### config.mk
export PLATFORM = sky130hd
export DESIGN_NAME = metaspace_word_splitter
export DESIGN_NICKNAME = d
export VERILOG_FILES = /design/src/rtl/msws_pkg.sv /design/src/rtl/msws_front.sv /design/src/rtl/msws_queue.sv /design/src/rtl/msws_back.sv /design/src/rtl/metaspace_word_splitter.sv
export SDC_FILE = /design/constraint.sdc
export NUM_CORES = 1
export LEC_CHECK = 0
export BUFFER_PORTS_ARGS = -buffer_cell sky130_fd_sc_hd__buf_4
export CORE_ASPECT_RATIO = 1.4
export CORE_MARGIN = 3
export CORE_UTILIZATION = 66
export CTS_CLUSTER_SIZE = 30
export DETAILED_ROUTE_END_ITERATION = 10
export PLACE_DENSITY = 0.84
export SLEW_MARGIN = 10
export SYNTH_ARGS = -nofsm -noshare
export SYNTH_HDL_FRONTEND = slang
export SYNTH_HIERARCHICAL = 1
export SYNTH_SLANG_ARGS = --single-unit
### constraint.sdc
create_clock -name clk -period 14.2 [get_ports clk]
set_clock_uncertainty 0.05 [all_clocks]
set_input_delay 4.26 -clock clk [delete_from_list [all_inputs] [get_ports clk]]
set_output_delay 4.26 -clock clk [all_outputs]
set_load 0.005 [all_outputs]
### src/rtl/msws_pkg.sv
package msws_pkg;

  // One input request: a raw text byte and its end flag.
  typedef struct packed {
    logic [7:0] in_byte;
    logic       last;
  } in_t;

  // One result request.
  typedef struct packed {
    logic [7:0] out_byte;
    logic       byte_valid;
    logic       piece_start;
    logic       run_last;
    logic       stream_done;
    logic       malformed;
  } out_t;

  // Work handed from the decoder to the emitter for one accepted byte.
  typedef struct packed {
    logic        mark;    // emit the U+2581 marker first
    logic        start;   // piece_start on the first text byte (no marker)
    logic        done;    // last result ends the text
    logic        bad;     // text stopped on bad UTF-8
    logic [2:0]  nbytes;  // text bytes, 0..4
    logic [31:0] data;    // text bytes, first byte in the low octet
  } job_t;

  localparam logic [7:0] MARK_B0 = 8'hE2;
  localparam logic [7:0] MARK_B1 = 8'h96;
  localparam logic [7:0] MARK_B2 = 8'h81;

  localparam logic [2:0] MARK_LEN = 3'd3;

  function automatic logic [7:0] marker_byte(input logic [1:0] idx);
    logic [7:0] r;
    case (idx)
      2'd0:    r = MARK_B0;
      2'd1:    r = MARK_B1;
      default: r = MARK_B2;
    endcase
    return r;
  endfunction

  // Unicode White_Space code points.
  function automatic logic is_white(input logic [20:0] c);
    logic w;
    w = 1'b0;
    if (c >= 21'h00009 && c <= 21'h0000D) w = 1'b1;
    if (c == 21'h00020 || c == 21'h00085 || c == 21'h000A0 || c == 21'h01680) w = 1'b1;
    if (c >= 21'h02000 && c <= 21'h0200A) w = 1'b1;
    if (c == 21'h02028 || c == 21'h02029 || c == 21'h0202F) w = 1'b1;
    if (c == 21'h0205F || c == 21'h03000) w = 1'b1;
    return w;
  endfunction

endpackage

### src/rtl/msws_front.sv
module msws_front (
  input  logic           clk,
  input  logic           rst_n,
  input  logic           accept,
  input  msws_pkg::in_t  in_data,
  input  logic           skip_first,
  output logic           push,
  output msws_pkg::job_t job
);

  logic [23:0] pending_r, pending_nxt;
  logic [20:0] cp_r, cp_nxt;
  logic [1:0]  need_r, need_nxt;
  logic [1:0]  held_r, held_nxt;
  logic        inside_r, inside_nxt;
  logic        start_r, start_nxt;
  logic        stopped_r, stopped_nxt;

  logic [7:0]  b;
  logic        fin;
  logic        bad;
  logic        complete;
  logic        white;
  logic        newp;
  logic [20:0] cpv;

  assign b   = in_data.in_byte;
  assign fin = in_data.last;

  always_comb begin
    pending_nxt = pending_r;
    cp_nxt      = cp_r;
    need_nxt    = need_r;
    held_nxt    = held_r;
    inside_nxt  = inside_r;
    start_nxt   = start_r;
    stopped_nxt = stopped_r;
    bad         = 1'b0;
    complete    = 1'b0;
    white       = 1'b0;
    newp        = 1'b0;
    cpv         = cp_r;
    push        = 1'b0;
    job         = '0;

    if (accept) begin
      if (stopped_r) begin
        if (fin) begin
          pending_nxt = '0;
          cp_nxt      = '0;
          need_nxt    = '0;
          held_nxt    = '0;
          inside_nxt  = 1'b0;
          start_nxt   = 1'b1;
          stopped_nxt = 1'b0;
        end
      end else begin
        // decode
        if (need_r == 2'd0) begin
          if (b[7] == 1'b0) begin
            cpv      = {13'd0, b};
            complete = 1'b1;
          end else if ((b & 8'hE0) == 8'hC0) begin
            cp_nxt   = {16'd0, b[4:0]};
            need_nxt = 2'd1;
          end else if ((b & 8'hF0) == 8'hE0) begin
            cp_nxt   = {17'd0, b[3:0]};
            need_nxt = 2'd2;
          end else if ((b & 8'hF8) == 8'hF0) begin
            cp_nxt   = {18'd0, b[2:0]};
            need_nxt = 2'd3;
          end else begin
            bad = 1'b1;
          end
          if (!bad && !complete) begin
            pending_nxt = {16'd0, b};
            held_nxt    = 2'd1;
          end
        end else if ((b & 8'hC0) != 8'h80) begin
          bad = 1'b1;
        end else begin
          cpv = {cp_r[14:0], b[5:0]};
          if (need_r == 2'd1) begin
            complete = 1'b1;
          end else begin
            cp_nxt      = cpv;
            pending_nxt = pending_r | ({16'd0, b} << {held_r, 3'b000});
            held_nxt    = held_r + 2'd1;
            need_nxt    = need_r - 2'd1;
          end
        end

        // classify and build the job
        if (complete) begin
          white = msws_pkg::is_white(cpv);
          if (white) begin
            inside_nxt = 1'b0;
            start_nxt  = 1'b0;
          end else begin
            newp       = !inside_r;
            inside_nxt = 1'b1;
            if (newp) start_nxt = 1'b0;
            job.mark   = newp && !(skip_first && start_r);
            job.start  = newp && (skip_first && start_r);
            job.nbytes = {1'b0, held_r} + 3'd1;
            job.data   = {8'd0, pending_r} | ({24'd0, b} << {held_r, 3'b000});
            push       = 1'b1;
          end
          pending_nxt = '0;
          cp_nxt      = '0;
          need_nxt    = '0;
          held_nxt    = '0;
        end

        // truncated at end of text
        if (!bad && fin && need_nxt != 2'd0) bad = 1'b1;

        if (bad || fin) begin
          job.done    = 1'b1;
          job.bad     = bad;
          push        = 1'b1;
          pending_nxt = '0;
          cp_nxt      = '0;
          need_nxt    = '0;
          held_nxt    = '0;
          inside_nxt  = 1'b0;
          start_nxt   = 1'b1;
          stopped_nxt = !fin;
        end
      end
    end
  end

  always_ff @(posedge clk) begin
    if (!rst_n) begin
      pending_r <= '0;
      cp_r      <= '0;
      need_r    <= '0;
      held_r    <= '0;
      inside_r  <= 1'b0;
      start_r   <= 1'b1;
      stopped_r <= 1'b0;
    end else begin
      pending_r <= pending_nxt;
      cp_r      <= cp_nxt;
      need_r    <= need_nxt;
      held_r    <= held_nxt;
      inside_r  <= inside_nxt;
      start_r   <= start_nxt;
      stopped_r <= stopped_nxt;
    end
  end

  // a bad byte always produces a request carrying the stop
  a_bad_pushes: assert property (@(posedge clk) disable iff (!rst_n)
    (accept && bad) |-> (push && job.done && job.bad))
    else $error("bad byte did not stop the text");

  // a final byte leaves the decoder at text start
  a_fin_resets: assert property (@(posedge clk) disable iff (!rst_n)
    (accept && fin) |=> (start_r && !stopped_r && need_r == 2'd0 && !inside_r))
    else $error("decoder not cleared after final byte");

  // a held partial code point holds at least one byte, and held plus needed bytes never exceed four
  a_held_need: assert property (@(posedge clk) disable iff (!rst_n)
    (need_r != 2'd0) |-> (held_r != 2'd0 && ({1'b0, held_r} + {1'b0, need_r}) <= 3'd4))
    else $error("held and needed byte counts disagree");

endmodule

### src/rtl/msws_queue.sv
module msws_queue #(
  parameter int DEPTH = 2
) (
  input  logic           clk,
  input  logic           rst_n,
  input  logic           push,
  input  msws_pkg::job_t push_job,
  input  logic           pop,
  output msws_pkg::job_t head_job,
  output logic           full,
  output logic           empty
);

  localparam int PW = (DEPTH > 1) ? $clog2(DEPTH) : 1;
  localparam int CW = $clog2(DEPTH + 1);
  localparam logic [PW-1:0] LAST_PTR = PW'(DEPTH - 1);
  localparam logic [CW-1:0] FULL_CNT = CW'(DEPTH);

  msws_pkg::job_t slot_r [DEPTH];
  logic [PW-1:0]  wr_r, wr_nxt;
  logic [PW-1:0]  rd_r, rd_nxt;
  logic [CW-1:0]  cnt_r, cnt_nxt;

  assign full     = (cnt_r == FULL_CNT);
  assign empty    = (cnt_r == '0);
  assign head_job = slot_r[rd_r];

  always_comb begin
    wr_nxt  = wr_r;
    rd_nxt  = rd_r;
    cnt_nxt = cnt_r;
    if (push) wr_nxt = (wr_r == LAST_PTR) ? '0 : wr_r + PW'(1);
    if (pop)  rd_nxt = (rd_r == LAST_PTR) ? '0 : rd_r + PW'(1);
    if (push && !pop) cnt_nxt = cnt_r + CW'(1);
    if (pop && !push) cnt_nxt = cnt_r - CW'(1);
  end

  always_ff @(posedge clk) begin
    if (push) slot_r[wr_r] <= push_job;
  end

  always_ff @(posedge clk) begin
    if (!rst_n) begin
      wr_r  <= '0;
      rd_r  <= '0;
      cnt_r <= '0;
    end else begin
      wr_r  <= wr_nxt;
      rd_r  <= rd_nxt;
      cnt_r <= cnt_nxt;
    end
  end

  a_no_overflow: assert property (@(posedge clk) disable iff (!rst_n)
    push |-> (!full || pop))
    else $error("request queue overflow");

  a_no_underflow: assert property (@(posedge clk) disable iff (!rst_n)
    pop |-> !empty)
    else $error("request queue underflow");

  a_cnt_range: assert property (@(posedge clk) disable iff (!rst_n)
    cnt_r <= FULL_CNT)
    else $error("request queue count out of range");

endmodule

### src/rtl/msws_back.sv
module msws_back (
  input  logic           clk,
  input  logic           rst_n,
  input  msws_pkg::job_t job,
  input  logic           job_empty,
  output logic           job_pop,
  input  logic           out_pop,
  output logic           out_empty,
  output msws_pkg::out_t out_data
);

  logic [2:0]     idx_r, idx_nxt;
  logic           ovalid_r, ovalid_nxt;
  msws_pkg::out_t out_r, out_nxt;

  logic [2:0] moff;
  logic [2:0] cnt;
  logic [2:0] j;
  logic       bare;
  logic       last_i;
  logic       load;
  msws_pkg::out_t res;

  assign moff   = job.mark ? msws_pkg::MARK_LEN : 3'd0;
  assign cnt    = moff + job.nbytes;
  assign bare   = (cnt == 3'd0);
  assign last_i = bare || (idx_r == cnt - 3'd1);
  assign j      = idx_r - moff;
  assign load   = !job_empty && (!ovalid_r || out_pop);

  always_comb begin
    res = '0;
    if (bare) begin
      res.out_byte   = 8'd0;
      res.byte_valid = 1'b0;
    end else if (job.mark && idx_r < msws_pkg::MARK_LEN) begin
      res.out_byte    = msws_pkg::marker_byte(idx_r[1:0]);
      res.byte_valid  = 1'b1;
      res.piece_start = (idx_r == 3'd0);
    end else begin
      res.out_byte    = job.data[{j[1:0], 3'b000} +: 8];
      res.byte_valid  = 1'b1;
      res.piece_start = job.start && (j == 3'd0);
    end
    res.run_last    = last_i;
    res.stream_done = last_i && job.done;
    res.malformed   = last_i && job.bad;
  end

  always_comb begin
    idx_nxt    = idx_r;
    ovalid_nxt = ovalid_r;
    out_nxt    = out_r;
    job_pop    = 1'b0;
    if (load) begin
      out_nxt    = res;
      ovalid_nxt = 1'b1;
      if (last_i) begin
        idx_nxt = 3'd0;
        job_pop = 1'b1;
      end else begin
        idx_nxt = idx_r + 3'd1;
      end
    end else if (out_pop) begin
      ovalid_nxt = 1'b0;
    end
  end

  always_ff @(posedge clk) begin
    out_r <= out_nxt;
  end

  always_ff @(posedge clk) begin
    if (!rst_n) begin
      idx_r    <= '0;
      ovalid_r <= 1'b0;
    end else begin
      idx_r    <= idx_nxt;
      ovalid_r <= ovalid_nxt;
    end
  end

  assign out_empty = !ovalid_r;
  assign out_data  = out_r;

  a_idx_bound: assert property (@(posedge clk) disable iff (!rst_n)
    (!job_empty) |-> (idx_r <= cnt || bare))
    else $error("emit index past end of request");

  a_pop_rewinds: assert property (@(posedge clk) disable iff (!rst_n)
    job_pop |=> (idx_r == 3'd0))
    else $error("emit index not rewound after request");

  a_done_is_last: assert property (@(posedge clk) disable iff (!rst_n)
    (ovalid_r && out_r.stream_done) |-> out_r.run_last)
    else $error("end of text not on last result");

endmodule

### src/rtl/metaspace_word_splitter.sv
// Metaspace word splitter: UTF-8 bytes in, marked pieces out.
//
// Input queue port: in_data (byte + last flag) is taken on an edge with
// in_push high and in_full low. Result queue port: out_data is the oldest
// result while out_empty is low; it is taken on an edge with out_pop high.
// cfg_we writes cfg_data into skip_first_prefix; write it only when idle.
//
// A decoder assembles each code point, drops whitespace and turns each
// non-white code point, and each end of text or error, into one request
// (marker flag, 0..4 text bytes, end/error flags). Requests wait in a
// QDEPTH-entry queue; the emitter sends one result per cycle, while the
// receiver pops, through an output register. A byte's first result passes
// the queue slot and then the output register before it can be popped.
// The decoder takes one byte per cycle while the queue has room; the
// emitter sends up to seven results for a marked four-byte code point, so
// the emitter's result count sets the sustained rate.
// When the receiver stalls, the output register holds, the queue fills and
// in_full rises. Reset (rst_n low at an edge) empties the queue and output
// and returns the decoder to text start with skip_first_prefix cleared.
module metaspace_word_splitter #(
  parameter int QDEPTH = 2
) (
  input  logic           clk,
  input  logic           rst_n,
  input  logic           in_push,
  output logic           in_full,
  input  msws_pkg::in_t  in_data,
  output logic           out_empty,
  input  logic           out_pop,
  output msws_pkg::out_t out_data,
  input  logic           cfg_we,
  input  logic           cfg_data
);

  logic           skip_r, skip_nxt;
  logic           accept;
  logic           q_push;
  logic           q_pop;
  logic           q_full;
  logic           q_empty;
  msws_pkg::job_t fj;
  msws_pkg::job_t hj;

  // config register
  assign skip_nxt = cfg_we ? cfg_data : skip_r;

  always_ff @(posedge clk) begin
    if (!rst_n) begin
      skip_r <= 1'b0;
    end else begin
      skip_r <= skip_nxt;
    end
  end

  // a byte is taken whenever the queue has room for its request
  assign in_full = q_full;
  assign accept  = in_push && !q_full;

  msws_front u_front (
    .clk        (clk),
    .rst_n      (rst_n),
    .accept     (accept),
    .in_data    (in_data),
    .skip_first (skip_r),
    .push       (q_push),
    .job        (fj)
  );

  msws_queue #(
    .DEPTH (QDEPTH)
  ) u_queue (
    .clk      (clk),
    .rst_n    (rst_n),
    .push     (q_push),
    .push_job (fj),
    .pop      (q_pop),
    .head_job (hj),
    .full     (q_full),
    .empty    (q_empty)
  );

  msws_back u_back (
    .clk       (clk),
    .rst_n     (rst_n),
    .job       (hj),
    .job_empty (q_empty),
    .job_pop   (q_pop),
    .out_pop   (out_pop),
    .out_empty (out_empty),
    .out_data  (out_data)
  );

  a_no_take_when_full: assert property (@(posedge clk) disable iff (!rst_n)
    (in_push && in_full) |-> !q_push)
    else $error("request created while input was refused");

  a_result_holds: assert property (@(posedge clk) disable iff (!rst_n)
    ($past(!out_empty) && $past(!out_pop) && $past(rst_n)) |-> $stable(out_data))
    else $error("stalled result changed");

endmodule

# Yosys cells after proc, flatten, opt, wreduce, memory -nomap -nowiden
# Memories as Yosys holds them, arrays and structs flattened. A register that Yosys moved wholly into a read port is not among the register bits.
# Cells that the tools add are included.
# op_classes
n_addsub	11
n_lt_le_gt_ge	5
n_eq_ne	24
shifts	3
mux	116
n_bitwise	2
n_reduce_logical	51
# op_table
op	n
21-bit two-way mux	16
24-bit two-way mux	8
21-bit by 14-bit == test with 1-bit output (second input constant)	5
39-bit two-way mux	2
35-bit two-way mux	2
1-bit two-way mux	59
2-bit two-way mux	26
21-bit by 8-bit == test with 1-bit output (second input constant)	2
24-bit by 32-bit bitwise OR with 32-bit output	1
32-bit by 6-bit indexed part select with 8-bit output	1
8-bit by 5-bit << shifter with 32-bit output	1
24-bit bitwise OR	1
8-bit by 5-bit << shifter with 24-bit output	1
21-bit by 13-bit == test with 1-bit output (second input constant)	1
21-bit by 6-bit == test with 1-bit output (second input constant)	1
21-bit by 14-bit greater-or-equal comparator with 1-bit output (second input constant)	1
21-bit by 4-bit greater-or-equal comparator with 1-bit output (second input constant)	1
21-bit by 14-bit less-or-equal comparator with 1-bit output (second input constant)	1
21-bit by 4-bit less-or-equal comparator with 1-bit output (second input constant)	1
1-bit logical AND	16
7-bit case mux with 2 select lines	1
1-bit logical NOT	11
10-bit two-way mux	1
5-bit by 3-bit != test with 1-bit output (second input constant)	2
other kinds (30)	50
# totals
register_bits	74
mem_bits_rw	78
inputBits	15
out_inout_bits	15
wordCells	232
mem_count	1
# mem_list
memory	words	width	rd	rd_ports_with_merged_regs	wr	line	rtl
u_queue.slot_r	2	39	1	1	1	msws_queue.sv:19	msws_pkg::job_t slot_r [DEPTH];

# Logic depth before layout (Yosys ltp)
# Gate-level depths: netlist of run 1.
# depth
depth_word	24
mapped_depth	18

# Hierarchy
# Netlist of run 1, hierarchy kept.
# modules_own_cells
module	n_inst	cells_each	area_each_um2	seq_area_each_um2
msws_front	1	415	3198.1	1041.0
msws_queue	1	143	3020.4	2442.3
msws_back	1	96	1146.1	470.5
metaspace_word_splitter	1	4	42.5	20.0

# Worst setup path before layout of run 1
# No wires, ideal clock.
# synth_timing
path_kind	input to register
from	in in_data[7] (netlist bit)
to	mem u_queue/slot_r[0][0] (netlist bit), enable pin
setup_ps	437
t_arrival_ps	7938
required_ps	13713
slack_ps	5776
path_stages	12
path_cell_list	buf_2 -> nor3b_4 -> nor2_8 -> mux2i_1 -> or4_1 -> nor3_1 -> a41oi_1 -> a31oi_2 -> buf_4 -> o21ai_0 -> inv_1 -> nor2_1
# synth_via
elab_chain_len	23
# synth_lines
element	line	rtl
start: declaration	metaspace_word_splitter.sv:27	input msws_pkg::in_t in_data,
parallel branches: the longest is 18 deep, another holds 21-bit by 4-bit greater-or-equal comparator with 1-bit output	--	
1-bit two-way mux *	msws_front.sv:118	if (bad || fin) begin
1-bit two-way mux *	msws_front.sv:47	if (stopped_r) begin
1-bit two-way mux *	msws_front.sv:46	if (accept) begin
named net q_push	metaspace_word_splitter.sv:37	logic q_push;
1-bit two-way mux *	msws_queue.sv:39	if (push) slot_r[wr_r] <= push_job;
1-bit two-way mux (not written as such) *	msws_queue.sv:39	
end: declaration	msws_queue.sv:19	
# Mark *: on every way through the listed nets, which the timed path passes. The select of a mux whose other input is x is not followed.

# Worst setup path in the final report of run 1
# layout_timing
from	in in_data[8] (netlist bit)
to	mem u_queue/slot_r[0][18] (netlist bit), enable pin
# The elaborated chain is that of the path after synthesis.

==> metrics.md, run 1 <==
| Metric | Value |
|---|---|
| Dominant synthesized flop cell | `edfxtp_1` |
| Post CTS Setup Buffer Count | `0` |
| Die area | `12500 um2` |
| Multi-input logic area | `3160 um2` |
| H-tree depth | `4` |
| Final setup margin | `6430 ps` |
| WP data arrival | `7740 ps` |
| Largest delay share family, worst path | `simple AND/OR/NAND/NOR gates` |
| All-Layer GR Usage | `27.6%` |
| Max-cap violation count | `0` |
| CTS Sinks | `153` |
| HPWL after detailed placement | `10900 um` |
| Leakage Power | `2.81 nW` |
| Final Total Pwr | `0.00148 W` |
| Clk slew on worst S/H paths | `60 ps` |
| TNS Setup | `0 ps` |
| Post-layout min period | `7770 ps` |
| Status | `complete, no violations` |
| Routed Antenna Nets | `0` |
| Cell Chain, Critical Path | `buf_4 -> nor3b_4 -> nor2_8 -> mux2i_1 -> or4_1 -> nor3_1 -> a41oi_1 -> a31oi_2 -> buf_4 -> o21ai_0 -> inv_1 -> nor2_4` |
| CP endpoint kind | `register` |
| Gate Count Post-Synth | `658` |
| First drt pass iteration count | `5` |
| Inst Count DP | `789` |
| Peak supply drop | `0.0000944 V` |
| Root buffer cell | `clkbuf_16` |
| Register area | `3970 um2` |
| Num CTS Buffers | `17` |
| Ant. Diodes | `0` |
| Wire length per cell | `20.3 um` |
| Post-synthesis sequential area ratio | `53.6%` |
| Via density | `6.43` |
| Worst Tran Pin Value | `1120 ps` |
| Vias in the first global route | `5110` |
| Fin util | `74.9%` |
| Mapped Nets | `687` |
| CP dominant cell by count | `buf_4` |
| Final hold vios | `0` |
| Starting density of the core | `67.8%` |
| Post-synth EDFFs | `91` |
| Fmax | `129 MHz` |
| CTS resizes | `0` |
| Synthesized area | `7410 um2` |
| Yosys top cell area share | `36.9%` |
| Async set-reset flop share out of synthesis | `0%` |
| CTS tree | `yes` |
| Max-slew violations | `0` |
| Bufs on Longest Clock Path | `2` |
| Crit-path slowest cell | `nor2_4` |
| Die W | `95.5 um` |
| Synth area leader | `edfxtp_1` |
| First-pass GRT wire length | `26400 um` |
| Row count | `45` |
| Io pins | `30` |
| Worst path required time | `14170 ps` |
| # fillers | `721` |
| Dpl ws | `6100 ps` |
| Setup CP Type | `input pin to register` |
| Height of the die | `131 um` |
| Setup-failing EPs final | `0` |
| Slew margin rel. | `25.4%` |
| Via count | `5281` |
| Largest net degree at the start of global routing | `46` |
| Flops & latches, synth | `153` |
| Final nets | `696` |
| Placeable Area | `10900 um2` |
| Pwr Density | `181 nW/um2` |
| Syn_area_per_cell | `11.3 um2` |
| Hold Buf Count CTS | `0` |
| Drt total wl | `16600 um` |
| Initial antenna violation count | `0` |
| Crit-path max FO | `40` |
| Layout area overhead | `10.5%` |
| WP buf/inv | `3` |
| GRT overflow | `0` |
| Setup repair after global routing missed its margin | `false` |
| IO Port Bufs | `29` |
| Initial drt markers | `361` |
| Startpoint Class | `input pin` |
| DRC Markers | `0` |
| Total number of yosys warnings | `6` |
| Layout Cells excl Fill | `821` |
| Gpl congestion | `0.915` |
| Part of the cycle the worst path needs | `54.7%` |
| Worst skew pair latency | `410 ps` |
| Crit-path max cell delay | `860 ps` |
| HP Class | `register to register` |
| Post-synthesis cell type count | `73` |
| Share of cells above drive strength 1 | `19.1%` |
| Top cells by area, synth | `edfxtp_1 37%, dfxtp_1 17%, mux2_2 5.9%` |
==> final timing paths <==
| check | start | to | slack, ps | cells after the start |
|---|---|---|---|---|
| max | in_data[8] | u_queue/slot_r[0][18] | 6430 | 12 |
| min | u_front/pending_r[18] | u_front/pending_r[18] | 420 | 2 |
| max reg2reg | u_front/need_r[0] | u_queue/slot_r[0][18] | 9360 | 13 |
| min reg2reg | u_front/pending_r[18] | u_front/pending_r[18] | 420 | 2 |
==> per-layer routing <==
metal / part of all wire, % / GRT usage, %
met1: 37 / 32.7
met2: 55 / 47.6
met3: 5.5 / 6.53
met4: 2.5 / 10.6
met5: 0 / 0
==> where the power goes <==
group          total, W  internal (W)  leakage, nW  switching [W]
registers      0.000597      0.000568         1.37      0.0000286
clock network  0.000421      0.000247        0.264       0.000174
logic          0.000467      0.000200         1.17       0.000266
total           0.00148       0.00102         2.81       0.000469
==> final cells by class <==
type,count,share of cell area [%]
sequential,153,48.5
multi-input combinational,443,38.6
clock buffer,22,5.55
timing repair buffer,35,3.21
tap,141,2.15
clock inverter,10,1.18
inverter,17,0.779
==> sequential cells by signal, indices dropped and copies added (netlist names), named ones only <==
| name | count |
|---|---|
| skip_r | 1 |
| u_back/idx_r | 3 |
| u_back/out_data | 13 |
| u_back/ovalid_r | 1 |
| u_front/cp_r | 21 |
| u_front/held_r | 2 |
| u_front/inside_r | 1 |
| u_front/need_r | 2 |
| u_front/pending_r | 24 |
| u_front/start_r | 1 |
| u_front/stopped_r | 1 |
| u_queue/cnt_r | 2 |
| u_queue/rd_r | 1 |
| u_queue/slot_r | 78 |
| u_queue/wr_r | 1 |
==> tightest hold or removal path: stages (launching register included) <==
cell and delay, ps:
dfxtp_1 320, a21oi_1 50, nor2_1 70
==> cell usage after synthesis, types with 3 or more instances <==
master and instances:
and3_1 7, a21oi_1 65, clkbuf_1 20, mux2_2 39, buf_1 7, mux2i_1 4
o21ai_0 16, mux2i_4 3, or3_1 3, nand3_1 10, xnor2_1 4, inv_1 15
nand4_1 3, mux4_2 8, xor2_1 4, nor4_1 3, a22oi_1 26, nor3b_1 5
and2_1 10, nand2_1 36, buf_4 7, nor3_1 42, o21a_1 5, edfxtp_1 91
a21boi_0 5, or4_1 5, dfxtp_1 62, buf_2 9, nor2b_1 42, o31ai_1 3
ha_1 12, nor2_1 34
==> per-stage QoR <==
step / cell area (um2) / hold WS [ps]
after floorplan: 7410 / 387
after global placement: 7640 / 400
after detailed placement: 7640 / 404
after CTS: 8190 / 419
after global routing: 8190 / 444
final: 8190 / 421
==> cells in the final DEF, fill, tap and decap left out, drive strengths merged, types with 3 or more instances in the layout <==
cell type / count
a21boi: 6
a21oi: 65
a22oi: 26
a31oi: 3
and2: 10
and3: 8
buf: 35
clkbuf: 22
clkinv: 5
dfxtp: 62
edfxtp: 91
ha: 12
inv: 19
mux2: 39
mux2i: 7
mux4: 8
nand2: 36
nand3: 11
nand4: 3
nor2: 36
nor2b: 43
nor3: 42
nor3b: 6
nor4: 3
o21a: 5
o21ai: 18
o31ai: 3
o32ai: 3
or3: 3
or4: 5
xnor2: 4
xor2: 4
==> cell families after synthesis <==
group | share of synthesized area (%)
fa+ha+maj | 2.57
buf+inv | 3.85
simple gates | 15.9
compound gates | 13.2
xor+xnor | 0.946
mux | 9.81
flops | 53.6
No activity file was read; power rests on OpenSTA's default activity.
==> run 2: changes to the inputs <==
--- a/config.mk
+++ b/config.mk
@@ -8,10 +8,10 @@
 export BUFFER_PORTS_ARGS = -buffer_cell sky130_fd_sc_hd__buf_4
 export CORE_ASPECT_RATIO = 1.4
 export CORE_MARGIN = 3
-export CORE_UTILIZATION = 66
+export CORE_UTILIZATION = 56
 export CTS_CLUSTER_SIZE = 30
 export DETAILED_ROUTE_END_ITERATION = 10
-export PLACE_DENSITY = 0.84
+export PLACE_DENSITY = 0.76
 export SLEW_MARGIN = 10
 export SYNTH_ARGS = -nofsm -noshare
 export SYNTH_HDL_FRONTEND = slang
==> constraint.sdc (replaced) <==
create_clock -name clk -period 6.4 [get_ports clk]
set_clock_uncertainty 0.05 [all_clocks]
set_input_delay 1.92 -clock clk [delete_from_list [all_inputs] [get_ports clk]]
set_output_delay 1.92 -clock clk [all_outputs]
set_load 0.005 [all_outputs]
==> run 2 against run 1 <==
Compared with the run above: non-clock buffer count up 1; die area up 17%; critical path depth up 1; critical path type unchanged; global-route usage down 5.9 points; hold slack better by 1.7 ps.
==> metrics.md, run 2 (synthesis gave the netlist of run 1 again) <==
| Metric | Value |
|---|---|
| Status | `complete, no violations` |
| DRC Markers | `0 (unchanged)` |
| Gpl congestion | `0.837 (-8.6%)` |
| Io pins | `30 (unchanged)` |
| CP endpoint kind | `register` |
| Final nets | `697 (+0.14%)` |
| Hold Buf Count CTS | `0 (unchanged)` |
| Max-slew violations | `0 (unchanged)` |
| Sw frac | `30.2% (-1.4 points)` |
| Worst Tran Pin Value | `1010 ps (-108 ps)` |
| Sw power | `0.000983 W (+110%)` |
| Vias in the first global route | `4935 (-3.4%)` |
| TNS Setup | `0 ps (unchanged)` |
| Root buffer cell | `clkbuf_16` |
| Initial drt markers | `328 (-9.1%)` |
| Most frequent cells in the layout | `91 x edfxtp_1, 65 x a21oi_1, 62 x dfxtp_1` |
| Internal power | `0.00227 W (+120%)` |
| Number of flip-flops in the largest register | `78 (unchanged)` |
| Drt total wl | `15100 um (-9.1%)` |
| IO Port Bufs | `29 (unchanged)` |
| Crit-path slowest cell | `or4_1` |
| Row count | `49 (+8.9%)` |
| Height of the die | `142 um (+8.2%)` |
| CTS resizes | `0 (unchanged)` |
| CTS tree | `yes` |
| Post CTS Setup Buffer Count | `0 (unchanged)` |
| Inst Count DP | `802 (+1.6%)` |
| Setup-failing EPs final | `0 (unchanged)` |
| Reg power frac | `40.3% (about the same)` |
| # fillers | `984 (+36%)` |
| Layout Cells excl Fill | `834 (+1.6%)` |
| Peak supply drop | `0.000189 V (+100%)` |
| WP buf/inv | `2 (-1)` |
| Bufs on Longest Clock Path | `2 (unchanged)` |
| Setup repair after global routing missed its margin | `false` |
| Part of the cycle the worst path needs | `75.7%` |
| Starting density of the core | `57.5% (-10 points)` |
| Routed Antenna Nets | `0 (unchanged)` |
| Die W | `103 um (+8.0%)` |
| Pwr Density | `395 nW/um2 (+120%)` |
| Startpoint Class | `input pin` |
| Crit-path max cell delay | `580 ps (-280 ps)` |
| Share of cells above drive strength 1 | `19.8% (+0.71 points)` |
| Final hold vios | `0 (unchanged)` |
| Placed inst area | `7660 um2 (+0.30%)` |
| Top reg by flops | `u_queue/slot_r` |
| CTS Sinks | `153 (unchanged)` |
| HPWL after detailed placement | `10400 um (-4.8%)` |
| Final instance area | `8230 um2 (+0.53%)` |
| Post-layout min period | `4850 ps` |
| Num CTS Buffers | `17 (unchanged)` |
| Clock power share | `29.1% (+0.7 points)` |
| Setup CP Type | `input pin to register` |
| Fin util | `63.9% (-11 points)` |
| Worst path required time | `6700 ps (-7470 ps)` |
| Ant. Diodes | `0 (unchanged)` |
| Fmax | `206 MHz` |
| Top Registers | `u_queue/slot_r x78, u_front/pending_r x24, u_front/cp_r x21` |
| Placeable Area | `12900 um2 (+18%)` |
| Largest net degree at the start of global routing | `46 (unchanged)` |
| Layout area overhead | `11.1%` |
| GRT overflow | `0 (unchanged)` |
| Worst skew pair latency | `420 ps (about the same)` |
| First drt pass iteration count | `5 (unchanged)` |
| Initial antenna violation count | `0 (unchanged)` |
| First-pass GRT wire length | `24700 um (-6.5%)` |
| All-Layer GR Usage | `21.8% (-5.9 points)` |
| Via density | `6.14 (-4.5%)` |
| Most common cell after layout, fill and taps aside | `edfxtp_1` |
| Leakage Power | `2.84 nW (+1.0%)` |
| WP data arrival | `5140 ps (-2600 ps)` |
| Power share of the combinational group | `30.5% (-1.0 points)` |
| Wire length per cell | `18.1 um (-11%)` |
| HP Class | `register to register` |
| Clk slew on worst S/H paths | `60 ps (about the same)` |
| H-tree depth | `4 (unchanged)` |
| Max-cap violation count | `0 (unchanged)` |
| Die area | `14700 um2 (+17%)` |
| Largest delay share family, worst path | `simple AND/OR/NAND/NOR gates` |
| Slew margin rel. | `32.8% (+7.4 points)` |
| Crit-path max FO | `28 (-30%)` |
| Cell Chain, Critical Path | `buf_4 -> nor3b_4 -> nor2_8 -> mux2i_4 -> or4_1 -> nor3_1 -> a41oi_1 -> a31oi_2 -> o21ai_0 -> inv_1 -> ha_1 -> or3_1 -> a21boi_1` |
| Via count | `5121 (-3.0%)` |
-- run 2: cell count changes in the layout (fill, tap and decap cells not counted), moves of 2 or more --
cell / delta
clkbuf_16: +2
clkinv_4: -2
clkbuf_1: -3
inv_4: +2
-- run 2: per-layer routing --
| metal | global-route usage [%] | part of all wire, % | vias to the layer above |
|---|---|---|---|
| met5 | 0 | 0 | - |
| met4 | 7.37 | 2.1 | 0 |
| met3 | 5.59 | 4.4 | 28 |
| met2 | 36.1 | 52 | 162 |
| met1 | 27.6 | 42 | 2468 |
| li1 | - | - | 2463 |
-- run 2: tightest hold or removal path, stage by stage, from the launching register on --
cell     delay [ps]
dfxtp_1         320
a21oi_1          40
nor2_1           70
-- run 2: stage by stage --
stage	hold WS (ps)	worst slack, ps	total power (W)
floorplan	387	316	0.00207
global placement	398	1230	0.00229
detailed placement	407	1150	0.00233
CTS	422	1580	0.00328
global route	438	1330	0.00343
finish	422	1550	0.00325
-- run 2: power by group through the flow --
stage          clock, W  sequential (W)  combinational [W]
2_1_floorplan         0         0.00133           0.000747
3_3_place_gp          0         0.00132           0.000963
3_5_place_dp          0         0.00133           0.000994
4_1_cts        0.000965         0.00131            0.00100
5_1_grt         0.00100         0.00133            0.00109
6_report       0.000948         0.00131           0.000993
-- run 2: worst paths after layout --
kind / startpoint / to / slack, ps / cells past startpoint
worst max register to register: u_front/need_r[0] / u_queue/cnt_r[1] / 2120 / 14
worst max-delay path: in_data[8] / u_queue/cnt_r[1] / 1550 / 13
worst min-delay path: u_front/stopped_r / u_front/stopped_r / 420 / 2
worst min register to register: u_front/stopped_r / u_front/stopped_r / 420 / 2
-- run 2: layout make-up --
class | count | area (um2) | share of cell area [%]
Clock inverter | 8 | 52.6 | 0.638
Inverter | 17 | 63.8 | 0.775
Clock buffer | 24 | 519 | 6.31
Tap cell | 153 | 191 | 2.33
Timing Repair Buffer | 36 | 270 | 3.28
Sequential cell | 153 | 3970 | 48.3
Multi-Input combinational cell | 443 | 3160 | 38.4
